### src/sv/gds_pkg.sv
// shared types and constants for the greedy dominating set core
package gds_pkg;

  localparam int unsigned GDS_MAX_VERTICES = 64;

  localparam logic [1:0] REQ_ADD   = 2'd0;
  localparam logic [1:0] REQ_RUN   = 2'd1;
  localparam logic [1:0] REQ_CLEAR = 2'd2;

  typedef enum logic [2:0] {
    MEM_IDLE,
    MEM_CLEAR,
    MEM_RD_A,
    MEM_WR_A_RD_B,
    MEM_WR_B,
    MEM_SCAN
  } gds_mem_op_e;

  typedef struct packed {
    logic [1:0] req_type;
    logic [5:0] vertex_a;
    logic [5:0] vertex_b;
  } gds_req_t;

  typedef struct packed {
    logic [5:0] sel_vertex;
    logic       has_vertex;
    logic [6:0] set_size;
    logic       last;
  } gds_res_t;

  typedef struct packed {
    gds_mem_op_e mem_op;
    logic        capture;
    logic        mask_clr;
    logic        round_init;
    logic        commit;
    logic        emit_empty;
  } gds_cmd_t;

  typedef struct packed {
    logic [1:0] req_type;
    logic       edge_ok;
    logic       sweep_last;
    logic       open;
    logic       scan_last;
    logic       pipe_empty;
    logic       done;
  } gds_sts_t;

endpackage

### src/sv/gds_ctrl.sv
// controller state machine sequencing edge loads, clears and greedy rounds
module gds_ctrl import gds_pkg::*; (
  input  logic     clk_i,
  input  logic     rst_ni,
  input  logic     start_i,
  input  gds_sts_t sts_i,
  output gds_cmd_t cmd_o,
  output logic     busy_o
);

  typedef enum logic [3:0] {
    S_CLEAR,
    S_IDLE,
    S_DECODE,
    S_ADD_A,
    S_ADD_B,
    S_ADD_W,
    S_RUN_CHECK,
    S_SCAN,
    S_DRAIN,
    S_COMMIT
  } state_e;

  state_e state_q;
  state_e state_d;

  always_comb begin
    state_d          = state_q;
    cmd_o            = '0;
    cmd_o.mem_op     = MEM_IDLE;
    unique case (state_q)
      S_CLEAR: begin
        cmd_o.mem_op = MEM_CLEAR;
        if (sts_i.sweep_last) begin
          state_d = S_IDLE;
        end
      end
      S_IDLE: begin
        if (start_i) begin
          cmd_o.capture = 1'b1;
          state_d       = S_DECODE;
        end
      end
      S_DECODE: begin
        unique case (sts_i.req_type)
          REQ_ADD: begin
            state_d = sts_i.edge_ok ? S_ADD_A : S_IDLE;
          end
          REQ_RUN: begin
            cmd_o.mask_clr = 1'b1;
            state_d        = S_RUN_CHECK;
          end
          REQ_CLEAR: begin
            cmd_o.mask_clr = 1'b1;
            state_d        = S_CLEAR;
          end
          default: begin
            state_d = S_IDLE;
          end
        endcase
      end
      S_ADD_A: begin
        cmd_o.mem_op = MEM_RD_A;
        state_d      = S_ADD_B;
      end
      S_ADD_B: begin
        cmd_o.mem_op = MEM_WR_A_RD_B;
        state_d      = S_ADD_W;
      end
      S_ADD_W: begin
        cmd_o.mem_op = MEM_WR_B;
        state_d      = S_IDLE;
      end
      S_RUN_CHECK: begin
        if (sts_i.open) begin
          cmd_o.round_init = 1'b1;
          state_d          = S_SCAN;
        end else begin
          cmd_o.emit_empty = 1'b1;
          state_d          = S_IDLE;
        end
      end
      S_SCAN: begin
        cmd_o.mem_op = MEM_SCAN;
        if (sts_i.scan_last) begin
          state_d = S_DRAIN;
        end
      end
      S_DRAIN: begin
        if (sts_i.pipe_empty) begin
          state_d = S_COMMIT;
        end
      end
      S_COMMIT: begin
        cmd_o.commit = 1'b1;
        if (sts_i.done) begin
          state_d = S_IDLE;
        end else begin
          cmd_o.round_init = 1'b1;
          state_d          = S_SCAN;
        end
      end
      default: begin
        state_d = S_IDLE;
      end
    endcase
  end

  always_ff @(posedge clk_i or negedge rst_ni) begin
    if (!rst_ni) begin
      state_q <= S_CLEAR;
    end else begin
      state_q <= state_d;
    end
  end

  assign busy_o = (state_q != S_IDLE);

endmodule

### config.mk
export PLATFORM = sky130hd
export DESIGN_NAME = gds_ctrl
export DESIGN_NICKNAME = d
export VERILOG_FILES = /design/src/sv/gds_pkg.sv /design/src/sv/gds_ctrl.sv
export SDC_FILE = /design/constraint.sdc
export NUM_CORES = 1
export LEC_CHECK = 0
export BUFFER_PORTS_ARGS = -buffer_cell sky130_fd_sc_hd__buf_2
export CORE_MARGIN = 3
export CORE_UTILIZATION = 35
export CTS_CLUSTER_DIAMETER = 150
export DETAILED_ROUTE_END_ITERATION = 7
export SETUP_SLACK_MARGIN = 0.02
export SLEW_MARGIN = 20
export SYNTH_ARGS = -nofsm -noshare
export SYNTH_HDL_FRONTEND = slang
export SYNTH_SLANG_ARGS = --single-unit
### constraint.sdc
create_clock -name clk_i -period 1.56 [get_ports clk_i]
set_clock_uncertainty 0.2 [all_clocks]
set_input_delay 0.234 -clock clk_i [delete_from_list [all_inputs] [get_ports clk_i]]
set_output_delay 0.234 -clock clk_i [all_outputs]
set_load 0.03 [all_outputs]
==> impl_metrics.ini <==
[global_route]
top_usage_layer = met2
grt_use_total_pct = 19.6
grtUsageMet3_pct = 5.58
antenna_found_initial = 0
grt_first_pass_wirelength_microns = 2640
gr-usage-met1_pct = 19.6
use_met2_pct = 34.9
grt_max_degree = 9
first_global_vias = 625
gr-total-overflow = 0

[cts]
clk_pin_slew_ps = 40
h-tree-depth = 1
ctsRootBufferMaster = clkbuf_4
clock_sinks = 4
cts_tree = done
clk_latency_ps = 230
cts_max_path_buffers = 2
cts_buffers = 3

[timing]
fin_crit_sh_pct = 114
timing.final.ws_setup_ps = -211
fin_crit_ps = 1770
rsz0062_at_grt = yes
finalMaxSlewViolations = 0
timing.fmax_mhz = 565
slew_headroom_pct = 81.3
worstMarginPinSlew_ps = 278
hold_viol_final = 0
setup_viol = 10
tns_ps = -1390

[final_layout]
drive_gt1_share_pct = 63.6
nets = 114
final-seq-area_sq_um = 104
largestRegisters = state_q x4
syn2layout_area_growth_pct = 90.9
regMostFlops = state_q
multi_input_area_sq_um = 380
fillCellCount = 88
largest_register_ffs = 4
diodes = 0
stdcell_count = 113

[yosys]
synth_top_family_by_area = simple AND/OR/NAND/NOR gates
synth_top_area_share_pct = 22.0
synth_top_area_cell = dfrtp_1
synth_simple_gate_area_share_pct = 30.8
synth_seq_area_share_pct = 22.0
synth-xor-area-share_pct = 0
ys_ff_latch = 4
synth-compound-area-share_pct = 28.8
async_reset_ff_share_pct = 100
muxShareOfSynthArea_pct = 0
synth_cells = 61
yosys-top-cells-count = nor2_1 (10), nand2_1 (7), inv_1 (5)
yosysMostFrequentCell = nor2_1
yosys.cell_types.count = 28
syn_avg_cell_area_sq_um = 7.47
ys_top_cells_by_area = dfrtp_1 (22%), nor2_1 (8.2%), nand2_1 (5.8%), a22o_1 (5.8%), ha_1 (5.5%)
syn-num-nets = 74
ys.flop_type = dfrtp_1
ys_warn_count = 0
synth-edff-count = 0
netlist_area_sq_um = 455
synth_fa_ha_area_share_pct = 5.49

[worst_setup_path]
timing.rr.start = state_q[1]
ff2ff_path_depth = 4
path_max_fanout = 4
cp_data_required_time_ps = 1130
cp.arrival_ps = 1340
reg2reg_to = state_q[0]
worstSetupPathType = register to output pin
start_kind = register
worstPathCellList = or2_4, o31ai_4, buf_6
cpPeakStageDelay_ps = 410
reg2reg_slack_ps = -60
cp_slowest_cell = dfrtp_1
end_kind = output pin

[min_path]
whs_path_depth = 3
worstHoldStart = sts_i[2]
min_delay_worst_endpoint = state_q[3]
hold_class = input port to register

[detailed_routing]
wirelength_microns = 1650
wl_per_cell_microns = 14.6
first_pass_iters = 4
first_iter_violations = 10
drtAntennaViolNets = 0
via_per_inst = 5.21
drc_errors = 0
vias = 589

[power_and_ir_drop]
power_frac_seq_pct = 14.5
p_comb_share_pct = 76.1
powerDensity_nw_per_um2 = 1570
p_leak_nw = 0.418
clock_power_share_pct = 9.3
swShare_pct = 45.6
p_sw_mw = 0.624
internal-power_mw = 0.745
ir_drop_uv = 1160

[die]
chipHeight_microns = 42.1
ios = 20
die_area_sq_um = 1770
coreArea_sq_um = 1160
die_w_microns = 42.1
std_cell_rows = 12
initial_core_util_pct = 39.4

[status]
status = complete, but fails checks
violations = negative setup slack

[place]
port_buffers = 19
gp_congestion = 0.780
place_inst = 100
hpwl_microns = 965

[job]
cap_violations = 0
-- power groups by stage --
stage	Combinational, mW	Sequential (mW)	Clock [mW]
floorplan	0.514	0.150	0
detailed placement	0.709	0.173	0
CTS	0.859	0.185	0.130
finish	1.04	0.199	0.128
global route	1.11	0.201	0.145
global placement	0.716	0.171	0
-- layout by cell type, fill, tap and decap left out, types with 2 or more instances in the layout --
master	count
a21oi_1	2
a22o_1	3
a22oi_1	2
buf_2	10
buf_4	16
buf_6	13
clkbuf_4	3
dfrtp_2	3
ha_1	2
inv_1	4
nand2_1	6
nor2_1	4
nor2_2	2
nor2_4	4
o21ai_0	4
-- worst max path at each step --
stage | startpoint | end | slack, ps
2_1_floorplan | state_q[2] | state_q[2] | -30
3_3_place_gp | state_q[0] | cmd_o[3] | -40
3_5_place_dp | state_q[0] | cmd_o[3] | -80
4_1_cts | state_q[2] | cmd_o[2] | -190
5_1_grt | state_q[0] | cmd_o[2] | -260
6_report | state_q[1] | cmd_o[2] | -210
-- worst max-delay path, delay by kind of cell, from the launching register on --
family / cells / cell delay, ps
compound gates: 1 / 240
buf+inv: 1 / 160
flops: 1 / 410
simple gates: 1 / 290
-- routing by layer --
layer	wire length, microns	up-vias
met4	38	0
met5	0	-
met3	81	4
li1	-	290
met2	871	21
met1	655	274
-- metrics by stage --
| stage | cell area [sq um] | hold slack [ps] | setup WS, ps | power (mW) | utilization, % |
|---|---|---|---|---|---|
| final | 870 | 137 | -211 | 1.37 | 75.2 |
| after CTS | 776 | 133 | -187 | 1.17 | 67.1 |
| after global routing | 870 | 142 | -264 | 1.46 | 75.2 |
| after global placement | 622 | -160 | -40.7 | 0.887 | 53.8 |
| after floorplan | 467 | -262 | -27.7 | 0.665 | - |
| after detailed placement | 622 | -159 | -77.8 | 0.882 | 53.8 |
-- cell type report --
cell class,instances,share of cell area (%)
sequential,4,11.9
inverter,5,2.16
multi-input combinational,47,43.7
clock buffer,3,2.59
timing repair buffer,40,37.6
tap,14,2.01
-- timing repair --
item / 4_1_cts / 5_1_grt
hold buffers: 1 / 0
endpoints found under the hold margin: 4 / 0
endpoints found under the setup margin: 9 / 11
buffers inserted: 5 / 5
pin swaps: 6 / 9
gates resized for setup: 27 / 17
-- cells by family (layout without fill, tap and decap cells) --
logic type      Yosys count  after routing
simple gates             28             28
fa+ha+maj                 2              2
flops                     4              4
buf+inv                  10             48
compound gates           17             17
(Power assumes the default switching activity.)
